### src/sv/assert_macros.svh
// assertion helpers for the rms box downsampler
// each check is clocked on the rising edge and held off while reset is low
`ifndef ASSERT_MACROS_SVH
`define ASSERT_MACROS_SVH

`ifndef SYNTH

`define ASSERT_ALWAYS(label, clk, rst_n, prop, msg) \
  label: assert property (@(posedge clk) disable iff (!rst_n) (prop)) else $error(msg);

`define ASSERT_NEVER(label, clk, rst_n, cond, msg) \
  label: assert property (@(posedge clk) disable iff (!rst_n) !(cond)) else $error(msg);

`else

`define ASSERT_ALWAYS(label, clk, rst_n, prop, msg)

`define ASSERT_NEVER(label, clk, rst_n, cond, msg)

`endif

`endif

### src/sv/rbd_pkg.sv
// ----------------------------------------------------------------------------
// rbd_pkg
// shared widths and the control bundle of the rms box downsampler
// ----------------------------------------------------------------------------
package rbd_pkg;

  localparam int unsigned ByteW     = 8;
  localparam int unsigned PixW      = 32;
  localparam int unsigned PixPerRow = 4;
  localparam int unsigned PixIdxW   = 2;
  localparam int unsigned NumCh     = 3;
  localparam int unsigned ChW       = 2;
  localparam int unsigned SqSumW    = 20;
  localparam int unsigned AlphaW    = 12;
  localparam int unsigned RootW     = SqSumW / 2;
  localparam int unsigned RemW      = RootW + 2;
  localparam int unsigned StepW     = 4;

  // one accumulate request per cycle
  typedef struct packed {
    logic             clear;
    logic             sq_add;
    logic [ChW-1:0]   ch;
    logic [ByteW-1:0] sq_byte;
    logic             alpha_add;
    logic [ByteW-1:0] alpha_byte;
  } rbd_acc_ctrl_t;

endpackage

### src/sv/rbd_accum.sv
// ----------------------------------------------------------------------------
// rbd_accum
// square and accumulate unit: one 8x8 squarer shared by the three color sums
// ----------------------------------------------------------------------------
module rbd_accum (
  input  logic                         clk_i,
  input  logic                         rst_ni,
  input  rbd_pkg::rbd_acc_ctrl_t       ctrl_i,
  input  logic [rbd_pkg::ChW-1:0]      sel_i,
  output logic [rbd_pkg::SqSumW-1:0]   sum_o,
  output logic [rbd_pkg::AlphaW-1:0]   alpha_o
);
  import rbd_pkg::*;

  logic [SqSumW-1:0]  sq_q [NumCh];
  logic [SqSumW-1:0]  sq_d [NumCh];
  logic [AlphaW-1:0]  alpha_q, alpha_d;
  logic [2*ByteW-1:0] square;

  assign square = ctrl_i.sq_byte * ctrl_i.sq_byte;

  always_comb begin
    for (int i = 0; i < NumCh; i++) begin
      sq_d[i] = sq_q[i];
    end
    alpha_d = alpha_q;
    if (ctrl_i.clear) begin
      for (int i = 0; i < NumCh; i++) begin
        sq_d[i] = '0;
      end
      alpha_d = '0;
    end else begin
      if (ctrl_i.sq_add && (ctrl_i.ch < ChW'(NumCh))) begin
        sq_d[ctrl_i.ch] = sq_q[ctrl_i.ch] + SqSumW'(square);
      end
      if (ctrl_i.alpha_add) begin
        alpha_d = alpha_q + AlphaW'(ctrl_i.alpha_byte);
      end
    end
  end

  always_ff @(posedge clk_i or negedge rst_ni) begin
    if (!rst_ni) begin
      for (int i = 0; i < NumCh; i++) begin
        sq_q[i] <= '0;
      end
      alpha_q <= '0;
    end else begin
      for (int i = 0; i < NumCh; i++) begin
        sq_q[i] <= sq_d[i];
      end
      alpha_q <= alpha_d;
    end
  end

  assign sum_o   = (sel_i < ChW'(NumCh)) ? sq_q[sel_i] : '0;
  assign alpha_o = alpha_q;

endmodule

### src/sv/rbd_isqrt.sv
// ----------------------------------------------------------------------------
// rbd_isqrt
// iterative integer square root, one root bit per cycle, with remainder
// ----------------------------------------------------------------------------
`include "assert_macros.svh"

module rbd_isqrt (
  input  logic                        clk_i,
  input  logic                        rst_ni,
  input  logic                        start_i,
  input  logic [rbd_pkg::SqSumW-1:0]  value_i,
  output logic                        done_o,
  output logic [rbd_pkg::RootW-1:0]   root_o,
  output logic                        rem_zero_o
);
  import rbd_pkg::*;

  localparam logic [StepW-1:0] LastStep = StepW'(RootW - 1);

  logic              busy_q, busy_d;
  logic              done_q, done_d;
  logic [StepW-1:0]  step_q, step_d;
  logic [SqSumW-1:0] val_q, val_d;
  logic [RemW-1:0]   rem_q, rem_d;
  logic [RootW-1:0]  root_q, root_d;
  logic [RemW+1:0]   shifted, trial;

  // bring down the next two bits and try root*4+1
  assign shifted = {rem_q, val_q[SqSumW-1 -: 2]};
  assign trial   = {2'b00, root_q, 2'b01};

  always_comb begin
    busy_d = busy_q;
    done_d = 1'b0;
    step_d = step_q;
    val_d  = val_q;
    rem_d  = rem_q;
    root_d = root_q;
    if (start_i) begin
      busy_d = 1'b1;
      step_d = '0;
      val_d  = value_i;
      rem_d  = '0;
      root_d = '0;
    end else if (busy_q) begin
      val_d = {val_q[SqSumW-3:0], 2'b00};
      if (shifted >= trial) begin
        rem_d  = RemW'(shifted - trial);
        root_d = {root_q[RootW-2:0], 1'b1};
      end else begin
        rem_d  = RemW'(shifted);
        root_d = {root_q[RootW-2:0], 1'b0};
      end
      step_d = step_q + 1'b1;
      if (step_q == LastStep) begin
        busy_d = 1'b0;
        done_d = 1'b1;
      end
    end
  end

  always_ff @(posedge clk_i or negedge rst_ni) begin
    if (!rst_ni) begin
      busy_q <= 1'b0;
      done_q <= 1'b0;
      step_q <= '0;
    end else begin
      busy_q <= busy_d;
      done_q <= done_d;
      step_q <= step_d;
    end
  end

  always_ff @(posedge clk_i) begin
    val_q  <= val_d;
    rem_q  <= rem_d;
    root_q <= root_d;
  end

  assign done_o     = done_q;
  assign root_o     = root_q;
  assign rem_zero_o = (rem_q == '0);

  `ASSERT_ALWAYS(a_done_after_last, clk_i, rst_ni,
    (busy_q && !start_i && step_q == LastStep) |=> (done_q && !busy_q),
    "root not flagged done after its last bit")
  `ASSERT_NEVER(a_done_while_busy, clk_i, rst_ni, done_q && busy_q,
    "root done while still iterating")

endmodule

### src/sv/rms_box_downsample_4x4_top.sv
// flow: each row item is summed one squared byte per cycle; the fourth
//   row adds a bit-serial square root per channel and then loads the output
// rows are taken only in idle, once the last one is through, a pace set by the
//   shared squarer and the shared root unit
// reset: row count, sums and the output valid flag clear at once
// ----------------------------------------------------------------------------
// rms_box_downsample_4x4_top
// 4x4 block reduction: rounded rms of the color bytes, rounded mean of alpha
// ----------------------------------------------------------------------------
`include "assert_macros.svh"

module rms_box_downsample_4x4_top (
  input  logic                      clk_i,
  input  logic                      rst_ni,
  input  logic                      in_valid_i,
  output logic                      in_ready_o,
  input  logic [rbd_pkg::PixW-1:0]  pixel_a_i,
  input  logic [rbd_pkg::PixW-1:0]  pixel_b_i,
  input  logic [rbd_pkg::PixW-1:0]  pixel_c_i,
  input  logic [rbd_pkg::PixW-1:0]  pixel_d_i,
  output logic                      out_valid_o,
  input  logic                      out_ready_i,
  output logic [rbd_pkg::PixW-1:0]  out_pixel_o
);
  import rbd_pkg::*;

  localparam logic [1:0] ST_IDLE = 2'd0;
  localparam logic [1:0] ST_ACC  = 2'd1;
  localparam logic [1:0] ST_ROOT = 2'd2;
  localparam logic [1:0] ST_OUT  = 2'd3;

  localparam logic [ChW-1:0]     LastCh  = ChW'(NumCh - 1);
  localparam logic [PixIdxW-1:0] LastPix = PixIdxW'(PixPerRow - 1);
  localparam logic [1:0]         LastRow = 2'd3;
  localparam logic [3:0]         HalfRem = 4'd8;

  function automatic logic [ByteW-1:0] clamp_byte(input logic [ByteW:0] v);
    return v[ByteW] ? {ByteW{1'b1}} : v[ByteW-1:0];
  endfunction

  // root = 4n + t; round up when t is 3, or t is 2 and not an exact tie to even
  function automatic logic [ByteW-1:0] rms_round(input logic [RootW-1:0] root,
                                                 input logic rem_zero);
    logic [ByteW-1:0] n;
    logic             inc;
    n   = root[RootW-1:2];
    inc = root[1] & (root[0] | !rem_zero | n[0]);
    return clamp_byte({1'b0, n} + {{ByteW{1'b0}}, inc});
  endfunction

  function automatic logic [ByteW-1:0] mean_round(input logic [AlphaW-1:0] a);
    logic [ByteW-1:0] n;
    logic [3:0]       rem;
    logic             inc;
    n   = a[AlphaW-1:4];
    rem = a[3:0];
    inc = (rem > HalfRem) || ((rem == HalfRem) && n[0]);
    return clamp_byte({1'b0, n} + {{ByteW{1'b0}}, inc});
  endfunction

  function automatic logic [ByteW-1:0] chan_byte(input logic [PixW-1:0] px,
                                                 input logic [ChW-1:0] ch);
    logic [ByteW-1:0] b;
    unique case (ch)
      2'd0:    b = px[ByteW-1:0];
      2'd1:    b = px[2*ByteW-1:ByteW];
      2'd2:    b = px[3*ByteW-1:2*ByteW];
      default: b = px[4*ByteW-1:3*ByteW];
    endcase
    return b;
  endfunction

  logic [1:0]         state_q, state_d;
  logic [PixIdxW-1:0] pix_q, pix_d;
  logic [ChW-1:0]     ch_q, ch_d;
  logic [1:0]         row_q, row_d;
  logic               started_q, started_d;
  logic               out_valid_q, out_valid_d;
  logic [PixW-1:0]    out_pixel_q, out_pixel_d;
  logic [PixW-1:0]    pix_row_q [PixPerRow];
  logic [ByteW-1:0]   res_q [NumCh];
  logic [ByteW-1:0]   res_d [NumCh];

  logic               in_take;
  logic               out_load;
  logic [PixW-1:0]    pix_sel;
  rbd_acc_ctrl_t      acc_ctrl;
  logic [SqSumW-1:0]  sum_sel;
  logic [AlphaW-1:0]  alpha_sum;
  logic               sq_start;
  logic               sq_done;
  logic [RootW-1:0]   sq_root;
  logic               sq_rem_zero;

  assign in_ready_o = (state_q == ST_IDLE);
  assign in_take    = in_valid_i && in_ready_o;
  assign pix_sel    = pix_row_q[pix_q];
  assign out_load   = (state_q == ST_OUT) && (!out_valid_q || out_ready_i);
  assign sq_start   = (state_q == ST_ROOT) && !started_q;

  always_comb begin
    state_d     = state_q;
    pix_d       = pix_q;
    ch_d        = ch_q;
    row_d       = row_q;
    started_d   = started_q;
    out_valid_d = out_valid_q;
    out_pixel_d = out_pixel_q;
    for (int i = 0; i < NumCh; i++) begin
      res_d[i] = res_q[i];
    end
    acc_ctrl            = '0;
    acc_ctrl.ch         = ch_q;
    acc_ctrl.sq_byte    = chan_byte(pix_sel, ch_q);
    acc_ctrl.alpha_byte = pix_sel[PixW-1 -: ByteW];

    if (out_valid_q && out_ready_i) begin
      out_valid_d = 1'b0;
    end

    unique case (state_q)
      ST_IDLE: begin
        if (in_take) begin
          pix_d   = '0;
          ch_d    = '0;
          state_d = ST_ACC;
        end
      end
      ST_ACC: begin
        acc_ctrl.sq_add    = 1'b1;
        acc_ctrl.alpha_add = (ch_q == '0);
        if (ch_q == LastCh) begin
          ch_d  = '0;
          pix_d = pix_q + 1'b1;
          if (pix_q == LastPix) begin
            if (row_q == LastRow) begin
              state_d   = ST_ROOT;
              started_d = 1'b0;
            end else begin
              row_d   = row_q + 1'b1;
              state_d = ST_IDLE;
            end
          end
        end else begin
          ch_d = ch_q + 1'b1;
        end
      end
      ST_ROOT: begin
        if (sq_start) begin
          started_d = 1'b1;
        end
        if (sq_done) begin
          res_d[ch_q] = rms_round(sq_root, sq_rem_zero);
          started_d   = 1'b0;
          if (ch_q == LastCh) begin
            ch_d    = '0;
            state_d = ST_OUT;
          end else begin
            ch_d = ch_q + 1'b1;
          end
        end
      end
      ST_OUT: begin
        if (out_load) begin
          out_valid_d    = 1'b1;
          out_pixel_d    = {mean_round(alpha_sum), res_q[2], res_q[1], res_q[0]};
          acc_ctrl.clear = 1'b1;
          row_d          = '0;
          state_d        = ST_IDLE;
        end
      end
      default: begin
        state_d = ST_IDLE;
      end
    endcase
  end

  always_ff @(posedge clk_i or negedge rst_ni) begin
    if (!rst_ni) begin
      state_q     <= ST_IDLE;
      pix_q       <= '0;
      ch_q        <= '0;
      row_q       <= '0;
      started_q   <= 1'b0;
      out_valid_q <= 1'b0;
    end else begin
      state_q     <= state_d;
      pix_q       <= pix_d;
      ch_q        <= ch_d;
      row_q       <= row_d;
      started_q   <= started_d;
      out_valid_q <= out_valid_d;
    end
  end

  always_ff @(posedge clk_i) begin
    out_pixel_q <= out_pixel_d;
    for (int i = 0; i < NumCh; i++) begin
      res_q[i] <= res_d[i];
    end
    if (in_take) begin
      pix_row_q[0] <= pixel_a_i;
      pix_row_q[1] <= pixel_b_i;
      pix_row_q[2] <= pixel_c_i;
      pix_row_q[3] <= pixel_d_i;
    end
  end

  rbd_accum u_accum (
    .clk_i   (clk_i),
    .rst_ni  (rst_ni),
    .ctrl_i  (acc_ctrl),
    .sel_i   (ch_q),
    .sum_o   (sum_sel),
    .alpha_o (alpha_sum)
  );

  rbd_isqrt u_isqrt (
    .clk_i      (clk_i),
    .rst_ni     (rst_ni),
    .start_i    (sq_start),
    .value_i    (sum_sel),
    .done_o     (sq_done),
    .root_o     (sq_root),
    .rem_zero_o (sq_rem_zero)
  );

  assign out_valid_o = out_valid_q;
  assign out_pixel_o = out_pixel_q;

  `ASSERT_ALWAYS(a_take_starts_acc, clk_i, rst_ni, in_take |=> (state_q == ST_ACC),
    "accepted row item did not start accumulation")
  `ASSERT_NEVER(a_done_outside_root, clk_i, rst_ni, sq_done && (state_q != ST_ROOT),
    "square root finished outside the root phase")
  `ASSERT_ALWAYS(a_load_frees_slot, clk_i, rst_ni,
    out_load |-> (!out_valid_q || out_ready_i),
    "output overwritten while a result still waits")
  `ASSERT_ALWAYS(a_root_only_last_row, clk_i, rst_ni,
    (state_q == ST_ACC && state_d == ST_ROOT) |-> (row_q == LastRow),
    "root phase entered before the fourth row")

endmodule

### config.mk
export PLATFORM = sky130hd
export DESIGN_NAME = rms_box_downsample_4x4_top
export DESIGN_NICKNAME = d
export VERILOG_FILES = /design/src/sv/rbd_pkg.sv /design/src/sv/rbd_accum.sv /design/src/sv/rbd_isqrt.sv /design/src/sv/rms_box_downsample_4x4_top.sv
export VERILOG_INCLUDE_DIRS = /design/src /design/src/sv
export SDC_FILE = /design/constraint.sdc
export NUM_CORES = 1
export LEC_CHECK = 0
export BUFFER_PORTS_ARGS = -buffer_cell sky130_fd_sc_hd__buf_4
export CORE_ASPECT_RATIO = 0.8
export CORE_MARGIN = 4
export CORE_UTILIZATION = 64
export DETAILED_ROUTE_END_ITERATION = 16
export GPL_TIMING_DRIVEN = 0
export HOLD_SLACK_MARGIN = 0.02
export PLACE_DENSITY = 0.91
export SKIP_CTS_REPAIR_TIMING = 1
export SYNTH_ARGS = -nofsm -noshare
export SYNTH_HDL_FRONTEND = slang
export SYNTH_SLANG_ARGS = --single-unit
### constraint.sdc
create_clock -name clk_i -period 13.5 [get_ports clk_i]
set_input_delay 2.7 -clock clk_i [delete_from_list [all_inputs] [get_ports clk_i]]
set_output_delay 2.7 -clock clk_i [all_outputs]
set_load 0.05 [all_outputs]
==> flow_metrics.env <==
export IMPL_cts_tree="built"
export IMPL_grt_first_pass_wirelength_microns=62300
export IMPL_cts_buffers=29
export IMPL_synth_area_sq_mm=0.0158
export IMPL_yosysUniqueCellTypes=63
export IMPL_worst_slew_pin_slew_ns=1.15
export IMPL_pin_count=166
export IMPL_antenna_found_initial=1
export IMPL_dieWidth_microns=183
export IMPL_ys_seq_area_frac=0.557
export IMPL_totalNegativeSetupSlack_ns=0
export IMPL_yosysWarnings=0
export IMPL_drt_wl_total_microns=40000
export IMPL_wl_per_cell_microns=22.5
export IMPL_core_rowCount=51
export IMPL_r2r_end="u_accum.sq_q[58]"
export IMPL_crit_required_ns=13.90
export IMPL_max_slew_margin_rel=0.228
export IMPL_remaining_drc_errors=0
export IMPL_hpwl_microns=27700
export IMPL_final_net_count=1683
export IMPL_clkLatencyLatePin_ns=0.55
export IMPL_reg2reg_depth=20
export IMPL_grt_use_total=0.293
export IMPL_drtIter0Drc=1074
export IMPL_fill_cells=1397
export IMPL_core_area_sq_mm=0.0243
export IMPL_layout_worst_path_cycle_share=0.527
export IMPL_avgSynthCellArea_sq_um=12.7
export IMPL_final_core_util=0.757
export IMPL_fp_dieArea_sq_mm=0.0272
export IMPL_h_tree_depth=1
export IMPL_synthCells=1241
export IMPL_r2r_slack_ns=6.38
export IMPL_vias=11200
export IMPL_skew_ns=0.0226
export IMPL_whs_endpoint="out_pixel_o[7]"
export IMPL_maxCapViolations=0
export IMPL_yosys_register_bits=314
export IMPL_path_max_fanout=10
export IMPL_portBuffers=165
export IMPL_synthArstFlopShare=0.280
export IMPL_clk_path_buf_depth=3
export IMPL_path_clk_slew_ns=0.07
export IMPL_fmax_mhz=140
export IMPL_cp_end_kind="register"
export IMPL_rsz0062_at_grt="false"
export IMPL_path_class="reg -> reg"
export IMPL_syn_nets=1485
export IMPL_grt_overflow_total=0
export IMPL_min_period_ns=7.12
export IMPL_whs_ns=0.416
export IMPL_slew_viol_final=0
export IMPL_root_buffer="clkbuf_16"
export IMPL_startpoint_type="register"
export IMPL_start_util=0.648
export IMPL_synth_main_ff_cell="edfxtp_1"
export IMPL_hold_class="reg -> reg"
export IMPL_synth_edf_count=204
export IMPL_hold_start="res_q[0][7]"
export IMPL_crit_arrival_ns=7.52
export IMPL_vias_per_cell=6.31
export IMPL_fin_cells=1780
export IMPL_grt_start_max_net_pins=89
export IMPL_status="complete, no violations"
export IMPL_r2r_start="pix_q[1]"
export IMPL_gp_congestion=0.892
export IMPL_regArea_sq_mm=0.00877
export IMPL_drtPass1Iterations=5
export IMPL_clkSinkCount=314
export IMPL_area_growth_pct=16.8
export IMPL_multi_input_area_sq_mm=0.00638
export IMPL_hold_violations=0
export IMPL_ant_nets=0
export IMPL_grt_pass1_vias=11500
export IMPL_placedCellCount=1726
export IMPL_drive_gt1_frac=0.188
export IMPL_chipHeight_microns=148
export IMPL_whs_path_depth=0
export IMPL_finalSetupViolations=0
==> flip-flops by register name, summed over array words and instances (netlist names), named ones only <==
register,flops
u_isqrt.done_o,1
u_isqrt.val_q,20
ch_q,2
out_valid_o,1
res_q,24
pix_row_q,128
u_isqrt.step_q,4
u_isqrt.busy_q,1
u_isqrt.root_o,10
started_q,1
row_q,2
state_q,1
u_accum.alpha_o,12
u_accum.sq_q,60
pix_q,2
u_isqrt.rem_q,12
out_pixel_o,32
==> layout by cell type, fill, tap and decap left out, drive strengths merged, types with 5 or more instances in the layout <==
cell and instances:
inv 103, clkbuf 76, o21a 5, fa 40, xor2 8, nand3 20, a21oi 66, ha 72
nor2b 12, nand2b 13, mux4 40, clkinv 8, dfxtp 22, nand3b 5, a21o 11, xnor2 28
a211oi 12, and2 24, and3 6, nor2 67, dfrtp 88, buf 180, edfxtp 204, nor3 10
nand2 121, or2 5, a22o 47, o21ai 58, or3 6, o211ai 9, mux2i 46
==> cell usage after synthesis (all sizes together) (24+ instances only) <==
| master | n | area [sq um] |
|---|---|---|
| mux2i | 46 | 460 |
| o21ai | 58 | 290 |
| xnor2 | 28 | 245 |
| nor2 | 67 | 251 |
| nand2 | 121 | 457 |
| a22o | 47 | 412 |
| ha | 72 | 901 |
| inv | 101 | 379 |
| and2 | 24 | 153 |
| clkbuf | 38 | 143 |
| edfxtp | 204 | 6130 |
| fa | 40 | 801 |
| dfrtp | 88 | 2200 |
| a21oi | 66 | 330 |
| mux4 | 40 | 901 |
==> final cells by class <==
type / instances / share of cell area
diodes: 1 / 0.000136
well taps: 318 / 0.0216
multi-input cells: 775 / 0.347
plain buffers: 51 / 0.0122
clock inverters: 15 / 0.00980
repair buffers: 167 / 0.0699
clock buffers: 38 / 0.0418
flip-flops and latches: 314 / 0.477
inverters: 101 / 0.0206
==> logic make-up after synthesis <==
group / count (synthesis) / synth area share
and+or+nand+nor: 301 / 0.0887
buffers and inverters: 152 / 0.0382
xor gates and xnor gates: 36 / 0.0200
muxes: 87 / 0.0871
AOI/OAI and AO/OA: 239 / 0.101
adders and majority gates: 112 / 0.108
DFF: 314 / 0.557
==> critical path, stage by stage, from the launching register on <==
cell and delay [ns]:
dfrtp_1 0.42, clkbuf_1 0.39, clkbuf_1 0.57, mux4_2 0.43
mux4_2 0.53, buf_2 0.24, and2_1 0.21, fa_1 0.54
inv_1 0.07, fa_1 0.53, fa_1 0.44, fa_1 0.54
inv_1 0.04, ha_1 0.35, o21ai_0 0.16, nor2_1 0.26
o211ai_1 0.20, a21boi_0 0.44, a21boi_0 0.23, xor2_1 0.27
a21oi_1 0.11
==> metal layers <==
metal	track usage	share of wire
met1	0.368	0.37
met2	0.501	0.50
met3	0.0562	0.084
met4	0.128	0.051
met5	0	0
==> per-stage QoR <==
step	instance area, sq um	setup WS [ns]
6_report	18400	6.38
5_1_grt	18400	6.14
4_1_cts	18400	6.42
3_5_place_dp	17400	6.48
3_3_place_gp	17400	6.40
2_1_floorplan	15800	7.38
==> worst max-delay path by stage <==
| stage | start | end | cells past startpoint |
|---|---|---|---|
| 2_1_floorplan | in_valid_i | pix_row_q[0][0] | 1 |
| 3_3_place_gp | in_valid_i | pix_row_q[2][11] | 2 |
| 3_5_place_dp | pix_q[1] | u_accum.sq_q[59] | 20 |
| 4_1_cts | pix_q[1] | u_accum.sq_q[39] | 20 |
| 5_1_grt | pix_q[1] | u_accum.sq_q[39] | 21 |
| 6_report | pix_q[1] | u_accum.sq_q[58] | 20 |
Power is not shown: default switching activity piles up to over one toggle a cycle in this logic, so the estimate is an artifact.
